==> src/rtl/lfs_pkg.sv <==
package lfs_pkg;

    // Configuration port geometry and register indexes.
    localparam int CFG_INDEX_W = 2;
    localparam int CFG_DATA_W  = 32;

    localparam logic [CFG_INDEX_W-1:0] REG_TARGET_CLUSTERS   = 2'd0;
    localparam logic [CFG_INDEX_W-1:0] REG_MIN_FIRST_CLUSTER = 2'd1;
    localparam logic [CFG_INDEX_W-1:0] REG_WANT_FRAGMENTED   = 2'd2;
    localparam logic [CFG_INDEX_W-1:0] REG_CLUSTER_BYTES     = 2'd3;

    // Reset values of the configuration registers.
    localparam logic [31:0] TARGET_CLUSTERS_RST   = 32'd0;
    localparam logic [27:0] MIN_FIRST_CLUSTER_RST = 28'd2;
    localparam logic        WANT_FRAGMENTED_RST   = 1'b0;
    localparam logic [20:0] CLUSTER_BYTES_RST     = 21'd512;

    // Command codes carried in the command field of an input transaction.
    localparam logic CMD_NEW_SEARCH  = 1'b0;
    localparam logic CMD_OFFER_ENTRY = 1'b1;

    // Attribute byte bits that make an entry ineligible.
    localparam int ATTR_HIDDEN_BIT = 1;
    localparam int ATTR_SYSTEM_BIT = 2;

    // Bit-serial divider geometry: one quotient bit per cycle.
    localparam int DIV_STEPS = 32;
    localparam int DIV_CNT_W = 5;
    localparam int DIVISOR_W = 21;
    localparam int REM_W     = DIVISOR_W + 1;

    // Job queue geometry.
    localparam int QUEUE_DEPTH = 2;
    localparam int QUEUE_PTR_W = 1;
    localparam int QUEUE_CNT_W = 2;

    typedef struct packed {
        logic        command;
        logic        is_long_name;
        logic [7:0]  attribute;
        logic [27:0] first_cluster;
        logic [31:0] file_size;
        logic        is_fragmented;
        logic        read_error;
        logic [31:0] entry_position;
    } in_t;

    typedef struct packed {
        logic [31:0] found_clusters;
        logic [31:0] found_position;
        logic        found_valid;
        logic        search_done;
        logic        search_error;
    } out_t;

    typedef struct packed {
        logic [31:0] target_clusters;
        logic [27:0] min_first_cluster;
        logic        want_fragmented;
        logic [20:0] cluster_bytes;
    } cfg_t;

    // What the back end has to do with one transaction.
    typedef enum logic [1:0] {
        OP_CLEAR = 2'd0,
        OP_ERROR = 2'd1,
        OP_SKIP  = 2'd2,
        OP_CAND  = 2'd3
    } op_t;

    typedef struct packed {
        op_t         op;
        logic [31:0] count;
        logic [31:0] position;
    } job_t;

endpackage

==> src/rtl/lfs_front.sv <==
module lfs_front (
    input  logic          aclk,
    input  logic          aresetn,
    input  lfs_pkg::cfg_t cfg,
    input  logic          s_valid,
    output logic          s_ready,
    input  lfs_pkg::in_t  s_data,
    output logic          job_valid,
    input  logic          job_ready,
    output lfs_pkg::job_t job_data
);

    typedef enum logic [2:0] {
        F_IDLE = 3'b001,
        F_DIV  = 3'b010,
        F_PUSH = 3'b100
    } front_state_t;

    front_state_t                        state_reg, state_next;
    lfs_pkg::op_t                        op_reg, op_next;
    logic [31:0]                         pos_reg, pos_next;
    logic [31:0]                         quot_reg, quot_next;
    logic [lfs_pkg::REM_W-1:0]           rem_reg, rem_next;
    logic [lfs_pkg::DIVISOR_W-1:0]       div_reg, div_next;
    logic [lfs_pkg::DIV_CNT_W-1:0]       cnt_reg, cnt_next;

    logic                                accept;
    logic                                skip;
    lfs_pkg::op_t                        op_in;
    logic [lfs_pkg::REM_W-1:0]           rem_shift;
    logic                                q_bit;

    assign s_ready = (state_reg == F_IDLE);
    assign accept  = s_valid && s_ready;

    // Classify the incoming transaction against the eligibility rules.
    always_comb begin
        skip = s_data.is_long_name
            || s_data.attribute[lfs_pkg::ATTR_HIDDEN_BIT]
            || s_data.attribute[lfs_pkg::ATTR_SYSTEM_BIT]
            || (s_data.first_cluster < cfg.min_first_cluster)
            || (s_data.is_fragmented != cfg.want_fragmented);
        if (s_data.command == lfs_pkg::CMD_NEW_SEARCH) begin
            op_in = lfs_pkg::OP_CLEAR;
        end else if (s_data.read_error) begin
            op_in = lfs_pkg::OP_ERROR;
        end else if (skip) begin
            op_in = lfs_pkg::OP_SKIP;
        end else begin
            op_in = lfs_pkg::OP_CAND;
        end
    end

    // One restoring division step: the quotient shifts into the dividend register.
    always_comb begin
        rem_shift = {rem_reg[lfs_pkg::REM_W-2:0], quot_reg[31]};
        q_bit     = (rem_shift >= {1'b0, div_reg});
    end

    // Sequencer for accept, divide and hand-off.
    always_comb begin
        state_next = state_reg;
        op_next    = op_reg;
        pos_next   = pos_reg;
        quot_next  = quot_reg;
        rem_next   = rem_reg;
        div_next   = div_reg;
        cnt_next   = cnt_reg;
        unique case (state_reg)
            F_IDLE: begin
                if (accept) begin
                    op_next   = op_in;
                    pos_next  = s_data.entry_position;
                    quot_next = s_data.file_size;
                    rem_next  = '0;
                    // A cluster size of zero behaves as one byte.
                    div_next  = (cfg.cluster_bytes == '0) ?
                                lfs_pkg::DIVISOR_W'(1) : cfg.cluster_bytes;
                    cnt_next  = '0;
                    state_next = (op_in == lfs_pkg::OP_CAND) ? F_DIV : F_PUSH;
                end
            end
            F_DIV: begin
                rem_next  = q_bit ? (rem_shift - {1'b0, div_reg}) : rem_shift;
                quot_next = {quot_reg[30:0], q_bit};
                cnt_next  = cnt_reg + 1'b1;
                if (cnt_reg == lfs_pkg::DIV_CNT_W'(lfs_pkg::DIV_STEPS - 1)) begin
                    state_next = F_PUSH;
                end
            end
            F_PUSH: begin
                if (job_ready) begin
                    state_next = F_IDLE;
                end
            end
            default: begin
                state_next = F_IDLE;
            end
        endcase
    end

    // Round the quotient up when a remainder is left.
    assign job_valid         = (state_reg == F_PUSH);
    assign job_data.op       = op_reg;
    assign job_data.count    = quot_reg + {31'd0, (rem_reg != '0)};
    assign job_data.position = pos_reg;

    always_ff @(posedge aclk) begin
        if (!aresetn) begin
            state_reg <= F_IDLE;
        end else begin
            state_reg <= state_next;
        end
        op_reg   <= op_next;
        pos_reg  <= pos_next;
        quot_reg <= quot_next;
        rem_reg  <= rem_next;
        div_reg  <= div_next;
        cnt_reg  <= cnt_next;
    end

`ifndef SYNTH
    // The remainder of a restoring division always stays below the divisor.
    a_rem_below_divisor: assert property (@(posedge aclk) disable iff (!aresetn)
        (state_reg == F_DIV || state_reg == F_PUSH) |-> (rem_reg < {1'b0, div_reg}))
        else $error("divider remainder not below divisor");
`endif

endmodule

==> src/rtl/lfs_queue.sv <==
module lfs_queue (
    input  logic          aclk,
    input  logic          aresetn,
    input  logic          push_valid,
    output logic          push_ready,
    input  lfs_pkg::job_t push_data,
    output logic          pop_valid,
    input  logic          pop_ready,
    output lfs_pkg::job_t pop_data
);

    lfs_pkg::job_t                     mem_reg [lfs_pkg::QUEUE_DEPTH];
    logic [lfs_pkg::QUEUE_PTR_W-1:0]   wr_ptr_reg, wr_ptr_next;
    logic [lfs_pkg::QUEUE_PTR_W-1:0]   rd_ptr_reg, rd_ptr_next;
    logic [lfs_pkg::QUEUE_CNT_W-1:0]   count_reg, count_next;
    logic                              do_push;
    logic                              do_pop;

    assign push_ready = (count_reg != lfs_pkg::QUEUE_CNT_W'(lfs_pkg::QUEUE_DEPTH));
    assign pop_valid  = (count_reg != '0);
    assign pop_data   = mem_reg[rd_ptr_reg];
    assign do_push    = push_valid && push_ready;
    assign do_pop     = pop_valid && pop_ready;

    // Pointer and occupancy update.
    always_comb begin
        wr_ptr_next = do_push ? wr_ptr_reg + 1'b1 : wr_ptr_reg;
        rd_ptr_next = do_pop ? rd_ptr_reg + 1'b1 : rd_ptr_reg;
        count_next  = count_reg;
        if (do_push && !do_pop) begin
            count_next = count_reg + 1'b1;
        end else if (do_pop && !do_push) begin
            count_next = count_reg - 1'b1;
        end
    end

    always_ff @(posedge aclk) begin
        if (!aresetn) begin
            wr_ptr_reg <= '0;
            rd_ptr_reg <= '0;
            count_reg  <= '0;
        end else begin
            wr_ptr_reg <= wr_ptr_next;
            rd_ptr_reg <= rd_ptr_next;
            count_reg  <= count_next;
        end
        if (do_push) begin
            mem_reg[wr_ptr_reg] <= push_data;
        end
    end

`ifndef SYNTH
    // Occupancy never exceeds the depth.
    a_count_in_range: assert property (@(posedge aclk) disable iff (!aresetn)
        count_reg <= lfs_pkg::QUEUE_CNT_W'(lfs_pkg::QUEUE_DEPTH))
        else $error("queue occupancy out of range");
    // Pointers agree whenever the queue is empty or full.
    a_ptr_match: assert property (@(posedge aclk) disable iff (!aresetn)
        (count_reg == '0 || count_reg == lfs_pkg::QUEUE_CNT_W'(lfs_pkg::QUEUE_DEPTH))
        |-> (wr_ptr_reg == rd_ptr_reg))
        else $error("queue pointers disagree with occupancy");
`endif

endmodule

==> src/rtl/lfs_back.sv <==
module lfs_back (
    input  logic          aclk,
    input  logic          aresetn,
    input  logic [31:0]   target_clusters,
    input  logic          job_valid,
    output logic          job_ready,
    input  lfs_pkg::job_t job_data,
    output logic          m_valid,
    input  logic          m_ready,
    output lfs_pkg::out_t m_data
);

    logic [31:0]   best_clusters_reg, best_clusters_next;
    logic [31:0]   best_position_reg, best_position_next;
    logic          best_valid_reg, best_valid_next;
    logic          done_reg, done_next;
    logic          error_reg, error_next;
    logic          m_valid_reg, m_valid_next;
    lfs_pkg::out_t m_data_reg, m_data_next;
    logic          take;

    // A job is taken when the output register is free or being emptied.
    assign job_ready = !m_valid_reg || m_ready;
    assign take      = job_valid && job_ready;

    // Search state update for one job.
    always_comb begin
        best_clusters_next = best_clusters_reg;
        best_position_next = best_position_reg;
        best_valid_next    = best_valid_reg;
        done_next          = done_reg;
        error_next         = error_reg;
        if (take) begin
            case (job_data.op)
                lfs_pkg::OP_CLEAR: begin
                    best_clusters_next = '0;
                    best_position_next = '0;
                    best_valid_next    = 1'b0;
                    done_next          = 1'b0;
                    error_next         = 1'b0;
                end
                lfs_pkg::OP_ERROR: begin
                    if (!done_reg) begin
                        done_next  = 1'b1;
                        error_next = 1'b1;
                    end
                end
                lfs_pkg::OP_CAND: begin
                    if (!done_reg) begin
                        if (job_data.count == target_clusters) begin
                            best_clusters_next = job_data.count;
                            best_position_next = job_data.position;
                            best_valid_next    = 1'b1;
                            done_next          = 1'b1;
                        end else if (job_data.count > best_clusters_reg &&
                                     job_data.count < target_clusters) begin
                            best_clusters_next = job_data.count;
                            best_position_next = job_data.position;
                            best_valid_next    = 1'b1;
                        end
                    end
                end
                default: begin
                end
            endcase
        end
    end

    // Output register shows the state after each job.
    always_comb begin
        m_valid_next = m_valid_reg;
        m_data_next  = m_data_reg;
        if (take) begin
            m_valid_next               = 1'b1;
            m_data_next.found_clusters = best_clusters_next;
            m_data_next.found_position = best_position_next;
            m_data_next.found_valid    = best_valid_next;
            m_data_next.search_done    = done_next;
            m_data_next.search_error   = error_next;
        end else if (m_ready) begin
            m_valid_next = 1'b0;
        end
    end

    assign m_valid = m_valid_reg;
    assign m_data  = m_data_reg;

    always_ff @(posedge aclk) begin
        if (!aresetn) begin
            best_clusters_reg <= '0;
            best_position_reg <= '0;
            best_valid_reg    <= 1'b0;
            done_reg          <= 1'b0;
            error_reg         <= 1'b0;
            m_valid_reg       <= 1'b0;
        end else begin
            best_clusters_reg <= best_clusters_next;
            best_position_reg <= best_position_next;
            best_valid_reg    <= best_valid_next;
            done_reg          <= done_next;
            error_reg         <= error_next;
            m_valid_reg       <= m_valid_next;
        end
        m_data_reg <= m_data_next;
    end

`ifndef SYNTH
    // An error always finishes the search.
    a_error_implies_done: assert property (@(posedge aclk) disable iff (!aresetn)
        error_reg |-> done_reg)
        else $error("search error without search done");
    // Without a chosen file the best count and position stay zero.
    a_empty_best_zero: assert property (@(posedge aclk) disable iff (!aresetn)
        !best_valid_reg |-> (best_clusters_reg == '0 && best_position_reg == '0))
        else $error("best file fields nonzero while none chosen");
    // A finished search only changes on a new search.
    a_done_holds: assert property (@(posedge aclk) disable iff (!aresetn)
        (done_reg && !(take && job_data.op == lfs_pkg::OP_CLEAR))
        |=> ($stable(best_clusters_reg) && $stable(best_position_reg) && done_reg))
        else $error("finished search state changed");
`endif

endmodule

==> src/rtl/largest_fitting_file_select_top.sv <==
// Path: the front end registers each accepted transaction and, for an eligible entry, runs the
// 32-step bit-serial cluster divider; the job then passes through the queue to the output register.
// Flow: the front end takes no new transaction until it has handed the last one to the queue;
// a 2-deep job queue lets the divider run while output waits.
// Reset: synchronous active-low aresetn clears the search state, the queue and the handshakes
// and loads the configuration defaults; no clearing pass is needed.
module largest_fitting_file_select_top (
    input  logic                               aclk,
    input  logic                               aresetn,
    input  logic                               cfg_we,
    input  logic [lfs_pkg::CFG_INDEX_W-1:0]    cfg_index,
    input  logic [lfs_pkg::CFG_DATA_W-1:0]     cfg_wdata,
    input  logic                               s_valid,
    output logic                               s_ready,
    input  lfs_pkg::in_t                       s_data,
    output logic                               m_valid,
    input  logic                               m_ready,
    output lfs_pkg::out_t                      m_data
);

    lfs_pkg::cfg_t cfg_reg, cfg_next;
    logic          fq_valid, fq_ready;
    lfs_pkg::job_t fq_data;
    logic          qb_valid, qb_ready;
    lfs_pkg::job_t qb_data;

    // Configuration register file.
    always_comb begin
        cfg_next = cfg_reg;
        if (cfg_we) begin
            unique case (cfg_index)
                lfs_pkg::REG_TARGET_CLUSTERS:   cfg_next.target_clusters   = cfg_wdata[31:0];
                lfs_pkg::REG_MIN_FIRST_CLUSTER: cfg_next.min_first_cluster = cfg_wdata[27:0];
                lfs_pkg::REG_WANT_FRAGMENTED:   cfg_next.want_fragmented   = cfg_wdata[0];
                lfs_pkg::REG_CLUSTER_BYTES:     cfg_next.cluster_bytes     = cfg_wdata[20:0];
                default: begin
                end
            endcase
        end
    end

    always_ff @(posedge aclk) begin
        if (!aresetn) begin
            cfg_reg.target_clusters   <= lfs_pkg::TARGET_CLUSTERS_RST;
            cfg_reg.min_first_cluster <= lfs_pkg::MIN_FIRST_CLUSTER_RST;
            cfg_reg.want_fragmented   <= lfs_pkg::WANT_FRAGMENTED_RST;
            cfg_reg.cluster_bytes     <= lfs_pkg::CLUSTER_BYTES_RST;
        end else begin
            cfg_reg <= cfg_next;
        end
    end

    lfs_front u_front (
        .aclk      (aclk),
        .aresetn   (aresetn),
        .cfg       (cfg_reg),
        .s_valid   (s_valid),
        .s_ready   (s_ready),
        .s_data    (s_data),
        .job_valid (fq_valid),
        .job_ready (fq_ready),
        .job_data  (fq_data)
    );

    lfs_queue u_queue (
        .aclk       (aclk),
        .aresetn    (aresetn),
        .push_valid (fq_valid),
        .push_ready (fq_ready),
        .push_data  (fq_data),
        .pop_valid  (qb_valid),
        .pop_ready  (qb_ready),
        .pop_data   (qb_data)
    );

    lfs_back u_back (
        .aclk            (aclk),
        .aresetn         (aresetn),
        .target_clusters (cfg_reg.target_clusters),
        .job_valid       (qb_valid),
        .job_ready       (qb_ready),
        .job_data        (qb_data),
        .m_valid         (m_valid),
        .m_ready         (m_ready),
        .m_data          (m_data)
    );

endmodule
==> config.mk <==
export PLATFORM = sky130hd
export DESIGN_NAME = largest_fitting_file_select_top
export DESIGN_NICKNAME = d
export VERILOG_FILES = /design/src/rtl/lfs_pkg.sv /design/src/rtl/lfs_front.sv /design/src/rtl/lfs_queue.sv /design/src/rtl/lfs_back.sv /design/src/rtl/largest_fitting_file_select_top.sv
export SDC_FILE = /design/constraint.sdc
export NUM_CORES = 1
export LEC_CHECK = 0
export BUFFER_PORTS_ARGS = -buffer_cell sky130_fd_sc_hd__buf_2
export CORE_MARGIN = 3
export CORE_UTILIZATION = 31
export DETAILED_ROUTE_END_ITERATION = 16
export GPL_TIMING_DRIVEN = 0
export PLACE_DENSITY = 0.55
export SYNTH_ARGS = -nofsm -noshare
export SYNTH_HDL_FRONTEND = slang
export SYNTH_HIERARCHICAL = 1
export SYNTH_SLANG_ARGS = --single-unit
==> constraint.sdc <==
create_clock -name aclk -period 9.3 [get_ports aclk]
set_input_delay 0.465 -clock aclk [delete_from_list [all_inputs] [get_ports aclk]]
set_output_delay 0.465 -clock aclk [all_outputs]
set_load 0.005 [all_outputs]
* Word-level counts from Yosys, hierarchy flattened
Memories as Yosys holds them, arrays and structs flattened. A register that Yosys moved wholly into a read port is not among the register bits. Index checks and enable logic that the tools add are counted.
Word-level totals: bits of input ports 143, output and inout port bits 69, memories 1, flip-flop bits (word level) 338, word-level logic and storage cells 127, memory bits (writable) 132
Memory list:
- u_queue.mem_reg | words 2, width 66, rd ports 1, clocked after Yosys merged registers in 1, wr ports 1, line lfs_queue.sv:12 | lfs_pkg::job_t mem_reg [lfs_pkg::QUEUE_DEPTH];
Cells by class: mux-type cells 45, $lt $le $gt $ge 4, reduce and logical (&&, ||, !) cells 29, equality and inequality tests 16, add/subtract/negate cells 7
Operators by type and width (number):
- $mux W32 | 9
- $pmux W32 S2 | 3
- $mux W22 | 2
- $pmux W22 S2 | 1
- $add A32 B1 Y32 | 1
- $eq A32 B32 Y1 | 1
- $gt A32 B32 Y1 | 1
- $lt A32 B32 Y1 | 1
- $lt A28 B28 Y1 | 1
- $ge A22 B21 Y1 | 1
- $reduce_bool A22 Y1 | 1
- $sub A22 B21 Y22 | 1
- $logic_not A21 Y1 | 1
- $mux W1 | 16
- $mux W3 | 4
- $reduce_and A2 Y1 | 6
- $pmux W5 S2 | 1
- $pmux W3 S3 | 1
- $eq A2 B2 Y1 const B | 4
- $mux W2 | 4
- $reduce_bool A2 Y1 | 4
- $logic_and A1 B1 Y1 | 6
- $ne A2 B2 Y1 const B | 3
- $add A5 B1 Y5 const B | 1
- 17 further kinds | 27

* Logic depth before layout (Yosys ltp)
Gate-level depths: netlist of the first run.
depth after elaboration 11, depth in mapped cells 15, gate-level depth less buffers 11

* Hierarchy
Netlist of the first run, hierarchy kept.
By module, submodules not included:
- lfs_back | sequential area each 3373.2 sq um, times used 1, area each 8126.5 sq um, cells an instance 900
- lfs_front | sequential area each 3483.3 sq um, times used 1, area each 7009.2 sq um, cells an instance 689
- lfs_queue | sequential area each 4063.9 sq um, times used 1, area each 5012.3 sq um, cells an instance 229
- largest_fitting_file_select_top | sequential area each 1641.6 sq um, times used 1, area each 3139.3 sq um, cells an instance 309

* Least setup slack after synthesis of the first run
Ideal clock, no wire load.
path type flip-flop to flip-flop, from register u_front.state_reg[1], to register u_front/cnt_reg[0] (netlist bit) (enable), required time 8.909 ns, buffers on the path 1, library setup time 0.391 ns, arrival time 3.122 ns, setup slack 5.787 ns, cell stages (with the launch flop) 5, period minus slack after synthesis 3.513 ns, cells stage by stage dfxtp_1 -> clkbuf_1 -> nor3b_1 -> and2_1 -> or2_2
On the way: cells in the longest elaborated chain, start to end 4, elaborated cells on any way between the ends 6, classes of those cells 3 x eq/ne; 3 x reduce/logical
RTL lines:
- from (decl) | line lfs_front.sv:19 | front_state_t state_reg, state_next;
- from (signal assigned) | line lfs_front.sv:112 | state_reg <= state_next;
- $eq A3 B1 Y1 * | line lfs_front.sv:33 | assign s_ready = (state_reg == F_IDLE);
- via s_ready | line largest_fitting_file_select_top.sv:14 | output logic s_ready,
- $logic_and A1 B1 Y1 | line lfs_front.sv:34 | assign accept = s_valid && s_ready;
- $ne A2 B2 Y1 (no line)
- $reduce_and A2 Y1 (no line) *
- to (signal assigned) | line lfs_front.sv:119 | cnt_reg <= cnt_next;
- to (decl) | line lfs_front.sv:25 | logic [lfs_pkg::DIV_CNT_W-1:0] cnt_reg, cnt_next;
The timed path passes the listed nets; every way through them passes the cells marked *. A chain may end at the register's enable or synchronous reset.

==> results.env, run 1 <==
CTS-ROOT-BUF='sky130_fd_sc_hd__clkbuf_16'
SYN_AREA_MM2=0.0233
HTREE_NUM_LEVELS=2
PRECTSSETUPSLACK_NS=4.47
CLOCK_LATENCY_NS=0.60
SYNTH_COMPOUND_AREA_SHARE_PCT=11.9
TIMING.HOLD.WORST_PATH_DEPTH=1
HOLD_PATH_CLASS='in2reg'
CRITPATHBUFINV=2
POSTSYNTHCELLCOUNT=2127
DP.CELLS=3291
CTS_NUM_SINKS=471
DIE_X_UM=280
LARGEST_NET_DEGREE_AT_THE_START_OF_GLOBAL_ROUTING=71
HOLD_PATH_END='u_front/pos_reg[12]$_DFFE_PP_'
FP.DIEH_UM=280
STATUS='completed'
FLOORPLAN.DIE_AREA_MM2=0.0784
REG2REG_SETUP_SLACK_NS=4.60
ANTENNA_FOUND_INITIAL=3
YOSYS.CELL_TYPES.COUNT=72
POST_SYNTH_AND_OR_NAND_NOR_AREA_FRACTION_PCT=12.7
POST_SYNTH_EDFFS=313
DESIGN.PORTCOUNT=212
ADDER_CELL_SHARE_OF_THE_SYNTHESIZED_AREA_PCT=6.59
FINAL.HOLD.WORST_SLACK_NS=0.0458
DETAILEDROUTE.FIRSTITERATIONVIOLATIONS=1069
SYNTHESIS.AREA_PER_INSTANCE_UM2=10.9
HOLD_PATH.STARTPOINT='s_data[12]'
WORST-ENDPOINT-ARRIVAL_NS=5.02
CELL_WITH_THE_BIGGEST_INDIVIDUAL_DELAY_ON_THE_CRITICAL_PATH='sky130_fd_sc_hd__a211oi_2'
YOSYS.AREA_SHARE.XOR_XNOR_PCT=1.92
CLOCK.FMAX_GHz=0.213
SETUP_VIOL=0
STARTPOINT_TYPE='flop'
WORST_R2R_ENDPOINT='u_back/m_data[50]$_DFFE_PP_'
MAX_SLEW_MARGIN_PCT=26.6
DPL.HPWL_UM=49200
SYNTH_SEQUENTIAL_AREA_RATIO_PCT=53.9
YOSYS.AREA.TOP_TYPE='sky130_fd_sc_hd__edfxtp_1'
GLOBAL_ROUTE_WIRE_LENGTH_BEFORE_REPAIR_UM=101000
CRIT_PATH_CELL_TRACE='buf_2 > mux2_2 > ha_1 > nand4_1 > nor4_1 > o31ai_1 > a211oi_2 > o21ai_1 > clkbuf_1 > a22o_1'
FINALWIRELENGTH_UM=65900
TOTALNEGATIVESETUPSLACK_NS=0
REMAINING_DESIGN_RULE_VIOLATION_COUNT=0
TIMING_MAX_TRANSITION_VIOLATIONS_FINAL=0
ROUTABILITYCONGESTION=0.891
ROWS=99
LEAKAGEPOWER_nW=10.2
ANT_NETS=0
CTS_POST_SETUP_BUFFERS_INSERTED=0
MAX_SLEW.WORST_PIN.SLEW_NS=1.10
ROUTE.DETAILED.WL_PER_INST_UM=19.4
CTS-BUFFERS-INSERTED=53
WORSTREGTOREGCELLS=10
POWER-PER-CELL-AREA_mW_PER_MM2=216
NETLIST.AREA_LEADER.SHARE_PCT=40.4
NUM_ANTENNA_CELLS=0
DRIVE_GT1_SHARE_PCT=17.1
FINALHOLDVIOLATIONS=0
WORSTSETUPENDPOINTTYPE='flop'
CTS_TREE='yes'
AREA.GROWTH.SYNTH_TO_FINAL_PCT=17.5
YOSYSMOSTFREQUENTCELL='sky130_fd_sc_hd__nand2_1'
SYNTH_AREA_LEADERS='sky130_fd_sc_hd__edfxtp_1, sky130_fd_sc_hd__dfxtp_1, sky130_fd_sc_hd__ha_1'
TIMING.FINAL.CRIT_SHARE_PCT=50.6
TIMING.CRITICAL_PATH.REQUIRED_NS=9.61
SYNTH_FP_NETS=2392
INITIAL_UTILIZATION_PCT=31.6
SETUP_SLACK_NS=4.60
VIA_PER_INST=5.08
MIN_PERIOD_NS=4.70
PATH_DEPTH=10
SKEW_NS=0.0227
VIAS=17300
YOSYSWARNINGS=6
CORE_OUTLINE_AREA_MM2=0.0737
SYNTH-ASYNC-RESET-RATIO_PCT=0
VIA_COUNT_OF_THE_FIRST_GLOBAL_ROUTING_PASS=17700
BUFFERS_FROM_CLOCK_ROOT_TO_SINK_AT_MOST=3
DRT_PRE_ANTENNA_ITERS=7
CRIT_FANOUT=10
VDD_DROP_MAX_mV=0.147
SYNTH_TOP_FAMILY_BY_AREA='simple AND/OR/NAND/NOR gates'
FINISH.CELL_COUNT_WITHOUT_FILLERS=3398
SYNTH.MUX.AREA_FRACTION_PCT=7.11
CLK_PIN_SLEW_NS=0.06
GRT_OVERFLOW=0
POST_SYNTH_MOST_FREQUENT_CELLS='sky130_fd_sc_hd__nand2_1, sky130_fd_sc_hd__edfxtp_1, sky130_fd_sc_hd__inv_1'
GLOBALROUTETOTALUTIL_PCT=16.5
CRITICAL_PATH_CLASS='reg2reg'
SYNTH-SEQ-CELLS=471
WORST_PATH_LARGEST_CELL_DELAY_NS=0.96
LAYOUT.NETS=2660
PORT-BUFFER-COUNT=203
LARGEST_REGISTER_FFS=132
SYNTH_FLOP_CELL='sky130_fd_sc_hd__edfxtp_1'
CPLARGESTDELAYFAMILY='compound AO/OA/AOI/OAI gates'
CAP_VIOLATIONS=0
UNREPAIRED_SETUP_ENDPOINTS_AFTER_GLOBAL_ROUTING='false'
worst register-to-register path, cell delays in order (launching register included):
cell	delay, ns
sky130_fd_sc_hd__dfxtp_1	0.33
sky130_fd_sc_hd__buf_2	0.32
sky130_fd_sc_hd__mux2_2	0.45
sky130_fd_sc_hd__ha_1	0.34
sky130_fd_sc_hd__nand4_1	0.19
sky130_fd_sc_hd__nor4_1	0.62
sky130_fd_sc_hd__o31ai_1	0.22
sky130_fd_sc_hd__a211oi_2	0.96
sky130_fd_sc_hd__o21ai_1	0.38
sky130_fd_sc_hd__clkbuf_1	0.33
sky130_fd_sc_hd__a22o_1	0.30
placed cells by master (no fill, tap or decap), types with 31 or more instances in the layout:
cell,Yosys,final
sky130_fd_sc_hd__dfxtp_1,158,158
sky130_fd_sc_hd__a22o_1,32,32
sky130_fd_sc_hd__nor2_1,49,49
sky130_fd_sc_hd__nand4_1,59,59
sky130_fd_sc_hd__o211ai_1,76,76
sky130_fd_sc_hd__o2111ai_1,35,35
sky130_fd_sc_hd__nand3_1,97,97
sky130_fd_sc_hd__o22ai_1,32,32
sky130_fd_sc_hd__mux2_2,67,67
sky130_fd_sc_hd__clkbuf_16,0,55
sky130_fd_sc_hd__inv_1,161,159
sky130_fd_sc_hd__buf_2,18,221
sky130_fd_sc_hd__xnor2_1,33,33
sky130_fd_sc_hd__nand2_1,348,348
sky130_fd_sc_hd__a21oi_1,54,54
sky130_fd_sc_hd__mux2i_1,90,90
sky130_fd_sc_hd__ha_1,121,121
sky130_fd_sc_hd__clkbuf_1,108,122
sky130_fd_sc_hd__edfxtp_1,313,313
sky130_fd_sc_hd__a211o_1,37,37
sky130_fd_sc_hd__o21ai_0,31,31
per-stage QoR:
stage / power, mW / area, um^2 / util [%]
4_1_cts: 5.99 / 27400 / 37.1
5_1_grt: 6.20 / 27400 / 37.1
3_5_place_dp: 3.93 / 25600 / 34.7
6_report: 5.91 / 27400 / 37.1
2_1_floorplan: 3.42 / 23300 / -
3_3_place_gp: 3.90 / 25500 / 34.6
layer usage:
metal	vias to the layer above	routed length [um]	GRT usage (%)
met1	8438	29200	21.9
met3	87	3270	2.21
met5	-	0	0
met2	449	32100	28.3
met4	0	1400	4.18
li1	8282	-	-
how the worst max path moves through the flow:
stage | endpoint | slack [ns]
2_1_floorplan | u_front/cnt_reg[0]$_SDFFCE_PN0P_ | 5.79
3_3_place_gp | u_front/quot_reg[26]$_DFFE_PP_ | 4.11
3_5_place_dp | u_back/m_data[33]$_DFFE_PP_ | 4.47
4_1_cts | u_back/m_data[59]$_DFFE_PP_ | 4.46
5_1_grt | u_back/m_data[4]$_DFFE_PP_ | 4.23
6_report | u_back/m_data[50]$_DFFE_PP_ | 4.60
cell families (layout without fill, tap and decap cells):
family                     Yosys count  count (layout)
AOI/OAI and AO/OA                  375             375
xor gates and xnor gates            51              51
adders and majority gates          122             122
buffers and inverters              309             621
DFF                                471             471
muxes                              157             157
and+or+nand+nor                    642             642
area by class of cell:
| cell class | count | area [um^2] |
|---|---|---|
| Buffer | 148 | 743 |
| Clock buffer | 77 | 1540 |
| Clock inverter | 22 | 163 |
| Fill cell | 7190 | 46300 |
| Inverter | 161 | 609 |
| Multi-Input combinational cell | 1347 | 9390 |
| Sequential cell | 471 | 12600 |
| Tap cell | 959 | 1200 |
| Timing Repair Buffer | 213 | 1150 |
timing repair:
| action | CTS | global route |
|---|---|---|
| endpoints found under the setup margin | 0 | 0 |
| hold buffers | 8 | 0 |
| endpoints found under the hold margin | 8 | 0 |
| gates resized for setup | 0 | 0 |
where the power goes:
group | switching [mW] | internal (mW)
Clock | 0.843 | 1.18
Sequential | 0.0912 | 2.46
Combinational | 0.878 | 0.459
Total | 1.81 | 4.10
Note: power is estimated with default switching activity, not from simulation.
==> run 2: changes to the inputs <==
Settings changed: ABC_AREA set to 1, PLACE_DENSITY 0.55 to 0.57.
Clock period 9.3 ns to 4.21 ns, I/O delays scaled along.
==> results.env, run 2 <==
YOSYSMOSTFREQUENTCELL='sky130_fd_sc_hd__nand2_1'
FP.DIEH_UM=286
SETUP_VIOL=0
SYNTH-SEQ-CELLS=471
SYNTH-ASYNC-RESET-RATIO_PCT=0
BUFFERS_FROM_CLOCK_ROOT_TO_SINK_AT_MOST=3
DETAILEDROUTE.FIRSTITERATIONVIOLATIONS=1081
STATUS='completed'
CRITICAL_PATH_CLASS='reg2reg'
GLOBALROUTETOTALUTIL_PCT=15.7
ROWS=101
SYNTH_AREA_LEADERS='sky130_fd_sc_hd__edfxtp_1, sky130_fd_sc_hd__dfxtp_1, sky130_fd_sc_hd__nand2_1'
POSTCTSRESIZEDCELLS=0
ROUTABILITYCONGESTION=0.915
PORT-BUFFER-COUNT=203
ROUTE.DETAILED.WL_PER_INST_UM=15.8
ANT_NETS=0
CTS-BUFFERS-INSERTED=53
SKEW_NS=0.0247
MIN_PERIOD_NS=3.46
SETUP_SLACK_NS=0.748
YOSYS.AREA.TOP_TYPE='sky130_fd_sc_hd__edfxtp_1'
LAYOUT_COMMONEST_CELL='sky130_fd_sc_hd__nand2_1'
FLOORPLAN.DIE_AREA_MM2=0.0817
REMAINING_DESIGN_RULE_VIOLATION_COUNT=0
CLK_PIN_SLEW_NS=0.06
HOLD_PATH_CLASS='in2reg'
TIMING.FINAL.CRIT_SHARE_PCT=82.2
CLOCK.FMAX_GHz=0.289
UNREPAIRED_SETUP_ENDPOINTS_AFTER_GLOBAL_ROUTING='false'
STARTPOINT_TYPE='flop'
DESIGN.PORTCOUNT=212
YOSYS.CELL_TYPES.COUNT=50
CRIT_FANOUT=10
WORSTSETUPENDPOINTTYPE='flop'
SYNTH_FP_NETS=2899
FINAL_UTIL_PCT=38.6
HTREE_NUM_LEVELS=2
FINISH.CELL_COUNT_WITHOUT_FILLERS=4077
POST_SYNTH_EDFFS=313
TIMING.CRITICAL_PATH.REQUIRED_NS=4.55
ANTENNA_FOUND_INITIAL=0
POWER-PER-CELL-AREA_mW_PER_MM2=499
VIAS=18000
MAX_SLEW_MARGIN_PCT=39.5
LARGEST_NET_DEGREE_AT_THE_START_OF_GLOBAL_ROUTING=60
WORST-ENDPOINT-ARRIVAL_NS=3.80
AREA.GROWTH.SYNTH_TO_FINAL_PCT=22.0
CORE_OUTLINE_AREA_MM2=0.0767
POSTSYNTHCELLCOUNT=2634
YOSYSWARNINGS=6
LAYOUT.NETS=3267
DPL.HPWL_UM=48600
VIA_COUNT_OF_THE_FIRST_GLOBAL_ROUTING_PASS=17500
FINALWIRELENGTH_UM=64500
LEAKAGEPOWER_nW=13.0
INITIAL_UTILIZATION_PCT=31.6
POST_SYNTH_MOST_FREQUENT_CELLS='sky130_fd_sc_hd__nand2_1, sky130_fd_sc_hd__inv_1, sky130_fd_sc_hd__edfxtp_1'
VIA_PER_INST=4.41
SYN_AREA_MM2=0.0243
DPL_CELL_AREA_MM2=0.0267
SYNTH_SEQUENTIAL_AREA_RATIO_PCT=51.8
CTS_NUM_SINKS=471
LARGEST_REGISTER_FFS=132
NUM_ANTENNA_CELLS=0
FINALINSTANCEAREA_MM2=0.0296
DIE_X_UM=286
MAX_SLEW.WORST_PIN.SLEW_NS=0.908
VDD_DROP_MAX_mV=0.342
FINALHOLDVIOLATIONS=0
TIMING_MAX_TRANSITION_VIOLATIONS_FINAL=0
CLOCK_LATENCY_NS=0.60
SYNTHESIS.AREA_PER_INSTANCE_UM2=9.21
MOST_USED_CELLS_IN_THE_LAYOUT_EXCLUDING_FILL_AND_TAP_CELLS='sky130_fd_sc_hd__nand2_1, sky130_fd_sc_hd__inv_1, sky130_fd_sc_hd__edfxtp_1'
CTS-ROOT-BUF='sky130_fd_sc_hd__clkbuf_16'
SYNTH_FLOP_CELL='sky130_fd_sc_hd__edfxtp_1'
DRIVE_GT1_SHARE_PCT=20.1
CTS_TREE='yes'
CAP_VIOLATIONS=0
GLOBAL_ROUTE_WIRE_LENGTH_BEFORE_REPAIR_UM=99700
N_FILL_CELL=7776
PRECTSSETUPSLACK_NS=0.687
GRT_OVERFLOW=0
DRT_PRE_ANTENNA_ITERS=5
NETLIST.AREA_LEADER.SHARE_PCT=38.7
DP.CELLS=3872
[run 2: timing repair]
action / 4_1_cts / 5_1_grt
hold endpoints to repair: 135 / 0
hold buffers: 105 / 0
buffers inserted: 0 / 0
[run 2: kinds of logic after synthesis]
family,share of synthesized area [%]
adder cells (fa/ha/maj),6.32
XOR/XNOR,1.52
multiplexers,3.68
AND/OR/NAND/NOR,22.0
flip-flops,51.8
AO/OA/AOI/OAI,5.77
buffers and inverters,8.93
[run 2: cell type report]
| type | count | area [um^2] | share of cell area [%] |
|---|---|---|---|
| Inverter | 419 | 1580 | 5.34 |
| Clock inverter | 34 | 385 | 1.30 |
| Timing Repair Buffer | 313 | 2170 | 7.35 |
| Buffer | 111 | 593 | 2.00 |
| Multi-Input combinational cell | 1633 | 9560 | 32.3 |
| Sequential cell | 471 | 12600 | 42.4 |
| Tap cell | 1030 | 1290 | 4.35 |
| Clock buffer | 66 | 1460 | 4.93 |
[run 2: worst paths after layout]
kind / slack [ns] / start / cells after the start / endpoint
worst max register to register: 0.75 / flop / 14 / u_back/m_data[5]$_DFFE_PP_
worst min-delay path: 0.04 / s_data[65] / 3 / u_front/quot_reg[31]$_DFFE_PP_
worst max-delay path: 0.75 / flop / 14 / u_back/m_data[5]$_DFFE_PP_
worst min register to register: 0.45 / u_front/pos_reg[26]$_DFFE_PP_ / 0 / u_queue/mem_reg[0][26]$_DFFE_PP_
[run 2: report_power, final]
| part | leakage (nW) | internal (mW) | switching (mW) |
|---|---|---|---|
| Sequential | 4.24 | 5.61 | 0.215 |
| Clock | 0.873 | 2.81 | 2.00 |
| Combinational | 7.86 | 1.54 | 2.59 |
[run 2: critical path, stage by stage, from the launching register on]
cell and delay, ns:
sky130_fd_sc_hd__dfxtp_1 0.40, sky130_fd_sc_hd__buf_2 0.33, sky130_fd_sc_hd__mux2_2 0.45, sky130_fd_sc_hd__ha_1 0.32
sky130_fd_sc_hd__nand2_1 0.08, sky130_fd_sc_hd__nor2_2 0.12, sky130_fd_sc_hd__nand4_1 0.10, sky130_fd_sc_hd__nor3b_2 0.28
sky130_fd_sc_hd__nand2_1 0.23, sky130_fd_sc_hd__nand2_2 0.16, sky130_fd_sc_hd__buf_6 0.19, sky130_fd_sc_hd__buf_4 0.21
sky130_fd_sc_hd__nand3_1 0.10, sky130_fd_sc_hd__nand3_2 0.12, sky130_fd_sc_hd__nand2_1 0.09
[run 2: per-layer routing]
metal  routed length, um  GRT usage, %  share of wire, %
met1               29600          21.0                46
met3                2730          2.19               4.2
met4                1290          3.75               2.0
met2               30900          26.7                48
met5                   0             0                 0
[run 2: stage by stage]
step	hold WS [ns]	setup TNS (ns)	power (mW)
6_report	0.0386	0	14.8
5_1_grt	0.0231	0	15.6
4_1_cts	0.0128	0	15.0
3_5_place_dp	0.389	0	10.0
3_3_place_gp	0.388	-235.39	9.99
2_1_floorplan	0.279	0	8.60
==> run 3: changes to the inputs <==
Settings changed: ABC_AREA 1 to 0.
Clock period 4.21 ns to 3.1 ns, I/O delays scaled along.
==> results.env, run 3 (synthesized netlist as in run 1, its figures left out) <==
TOTALNEGATIVESETUPSLACK_NS=-67.11
TIMING.HOLD.WORST_PATH_DEPTH=3
CTS-BUFFERS-INSERTED=54
STARTPOINT_TYPE='flop'
WORSTREGTOREGCELLS=16
REG2REG_SETUP_SLACK_NS=-0.63
VIA_PER_INST=5.09
SWITCHINGPOWER_mW=6.05
LARGEST_REGISTER_FFS=132
SETUP_VIOL=130
CORE_OUTLINE_AREA_MM2=0.0737
FINAL_UTIL_PCT=41.5
ANT_NETS=0
CLK_PIN_SLEW_NS=0.06
WORSTSETUPENDPOINTTYPE='flop'
DRT_PRE_ANTENNA_ITERS=7
UNREPAIRED_SETUP_ENDPOINTS_AFTER_GLOBAL_ROUTING='true'
GRT_OVERFLOW=0
DESIGN.PORTCOUNT=212
GLOBALROUTETOTALUTIL_PCT=17.3
ROUTABILITYCONGESTION=0.864
VDD_DROP_MAX_mV=0.459
PORT-BUFFER-COUNT=203
MAX_SLEW_MARGIN_PCT=35.7
CTS-ROOT-BUF='sky130_fd_sc_hd__clkbuf_16'
WORST-ENDPOINT-ARRIVAL_NS=4.19
CTS_TREE='yes'
CAP_VIOLATIONS=0
LAYOUT_COMMONEST_CELL='sky130_fd_sc_hd__nand2_1'
PRECTSSETUPSLACK_NS=-1.07
FLOORPLAN.DIE_AREA_MM2=0.0784
TIMING_MAX_TRANSITION_VIOLATIONS_FINAL=0
SHARE_COMB_OF_TOTAL_POWER_PCT=27.0
SKEW_NS=0.0242
FINALHOLDVIOLATIONS=0
FP.DIEH_UM=280
CLOCK.FMAX_GHz=0.268
TIMING.CRITICAL_PATH.REQUIRED_NS=3.56
AREA.GROWTH.SYNTH_TO_FINAL_PCT=31.4
FINALWIRELENGTH_UM=70400
HOLD_PATH_END='cfg_reg[4]$_SDFFE_PN0P_'
CTS_NUM_SINKS=471
POWER.SEQUENTIAL.FRACTION_PCT=38.2
HOLD_PATH_CLASS='in2reg'
SETUP_SLACK_NS=-0.629
TIMING.FINAL.CRIT_SHARE_PCT=120
DRIVE_GT1_SHARE_PCT=23.6
AREA_OCCUPIED_BY_MULTI_INPUT_GATES_MM2=0.0103
VIAS=18200
DPL.HPWL_UM=49600
CLOCK_LATENCY_NS=0.61
CLOCK_POWER_SHARE_PCT=34.8
VIA_COUNT_OF_THE_FIRST_GLOBAL_ROUTING_PASS=18600
ROUTE.DETAILED.WL_PER_INST_UM=19.7
LARGEST_NET_DEGREE_AT_THE_START_OF_GLOBAL_ROUTING=60
LEAKAGEPOWER_nW=11.6
DIE_X_UM=280
GLOBAL_ROUTE_WIRE_LENGTH_BEFORE_REPAIR_UM=106000
FAILING_CHECKS='setup timing'
CRITICAL_PATH_CLASS='reg2reg'
INTERNAL_POWER_mW=13.9
MIN_PERIOD_NS=3.73
HOLD_PATH.STARTPOINT='cfg_wdata[4]'
STATUS='finished with violations'
LAYOUT.NETS=2831
REMAINING_DESIGN_RULE_VIOLATION_COUNT=0
ROWS=99
DETAILEDROUTE.FIRSTITERATIONVIOLATIONS=1263
MOST_USED_CELLS_IN_THE_LAYOUT_EXCLUDING_FILL_AND_TAP_CELLS='sky130_fd_sc_hd__nand2_1, sky130_fd_sc_hd__edfxtp_1, sky130_fd_sc_hd__buf_2'
SEQ_AREA_MM2=0.0126
POWER-PER-CELL-AREA_mW_PER_MM2=653
CRIT_FANOUT=8
SWITCHING_POWER_SHARE_OF_THE_TOTAL_PCT=30.3
ANTENNA_FOUND_INITIAL=2
INITIAL_UTILIZATION_PCT=31.6
MAX_SLEW.WORST_PIN.SLEW_NS=0.959
N_FILL_CELL=6925
WORST_R2R_ENDPOINT='u_back/best_clusters_reg[2]$_SDFF_PN0_'
P_TOTAL_mW=20.0
BUFFERS_FROM_CLOCK_ROOT_TO_SINK_AT_MOST=3
HTREE_NUM_LEVELS=2
-- run 3: worst max path at each step --
| stage | cells after the start | end | slack, ns | startpoint |
|---|---|---|---|---|
| 2_1_floorplan | 12 | u_back/m_data[33]$_DFFE_PP_ | -0.04 | flop |
| 3_3_place_gp | 9 | u_back/m_data[4]$_DFFE_PP_ | -1.15 | u_queue/count_reg[1]$_SDFFE_PN0P_ |
| 3_5_place_dp | 12 | u_back/m_data[47]$_DFFE_PP_ | -1.07 | flop |
| 4_1_cts | 15 | u_back/m_data[54]$_DFFE_PP_ | -0.60 | flop |
| 5_1_grt | 16 | u_back/m_data[35]$_DFFE_PP_ | -0.74 | flop |
| 6_report | 16 | u_back/best_clusters_reg[2]$_SDFF_PN0_ | -0.63 | flop |
-- run 3: metrics by stage --
step	hold WS (ns)	instance area, um^2	cells
floorplan	0.231	23500	2127
finish	0.0502	30600	3571
CTS	0.00265	30000	3552
detailed placement	0.333	25800	3292
global placement	0.334	25800	3289
global route	0.0367	30600	3570
-- run 3: what timing repair did --
item | 4_1_cts | 5_1_grt
gates cloned | 11 | 7
endpoints found under the setup margin | 202 | 165
resized for setup | 126 | 93
hold endpoints to repair | 146 | 0
hold buffers | 107 | 0
pin swaps | 79 | 82
buffers inserted | 43 | 21
-- run 3: power groups by stage --
stage          registers (mW)  logic (mW)  clock network, mW
6_report                 7.64        5.38               6.96
5_1_grt                  7.69        5.81               7.40
4_1_cts                  7.64        5.06               7.15
3_5_place_dp             7.77        4.18                  0
3_3_place_gp             7.78        4.03                  0
2_1_floorplan            7.72        2.66                  0
-- run 3: area by class of cell --
class,instances,area share (%)
sequential,471,41.1
multi-input combinational,1348,33.8
timing repair buffer,382,9.53
clock buffer,69,5.04
tap,959,3.92
buffer,146,3.24
inverter,161,2.00
clock inverter,32,1.39
timing repair inverter,2,0.0327
antenna,1,0.00818
-- run 3: worst max-delay path, stage by stage (launching register included) --
cell and delay, ns:
sky130_fd_sc_hd__dfxtp_4 0.38, sky130_fd_sc_hd__buf_12 0.16, sky130_fd_sc_hd__buf_12 0.13, sky130_fd_sc_hd__mux2_4 0.35, sky130_fd_sc_hd__ha_4 0.27, sky130_fd_sc_hd__nand4_1 0.12
sky130_fd_sc_hd__buf_4 0.18, sky130_fd_sc_hd__nor4_4 0.29, sky130_fd_sc_hd__a21boi_2 0.21, sky130_fd_sc_hd__o31a_1 0.21, sky130_fd_sc_hd__buf_4 0.14, sky130_fd_sc_hd__a211oi_4 0.04
sky130_fd_sc_hd__buf_6 0.15, sky130_fd_sc_hd__buf_6 0.12, sky130_fd_sc_hd__o2111ai_4 0.46, sky130_fd_sc_hd__clkbuf_16 0.27, sky130_fd_sc_hd__o22ai_2 0.07
-- run 3: metal layers --
layer / wire length (um) / share of wire [%] / vias up / GRT usage (%)
met5: 0 / 0 / - / 0
met4: 2080 / 3.0 / 0 / 5.47
met3: 3420 / 4.9 / 134 / 2.33
met2: 34200 / 49 / 511 / 29.7
met1: 30700 / 44 / 8888 / 22.6
li1: - / - / 8627 / -
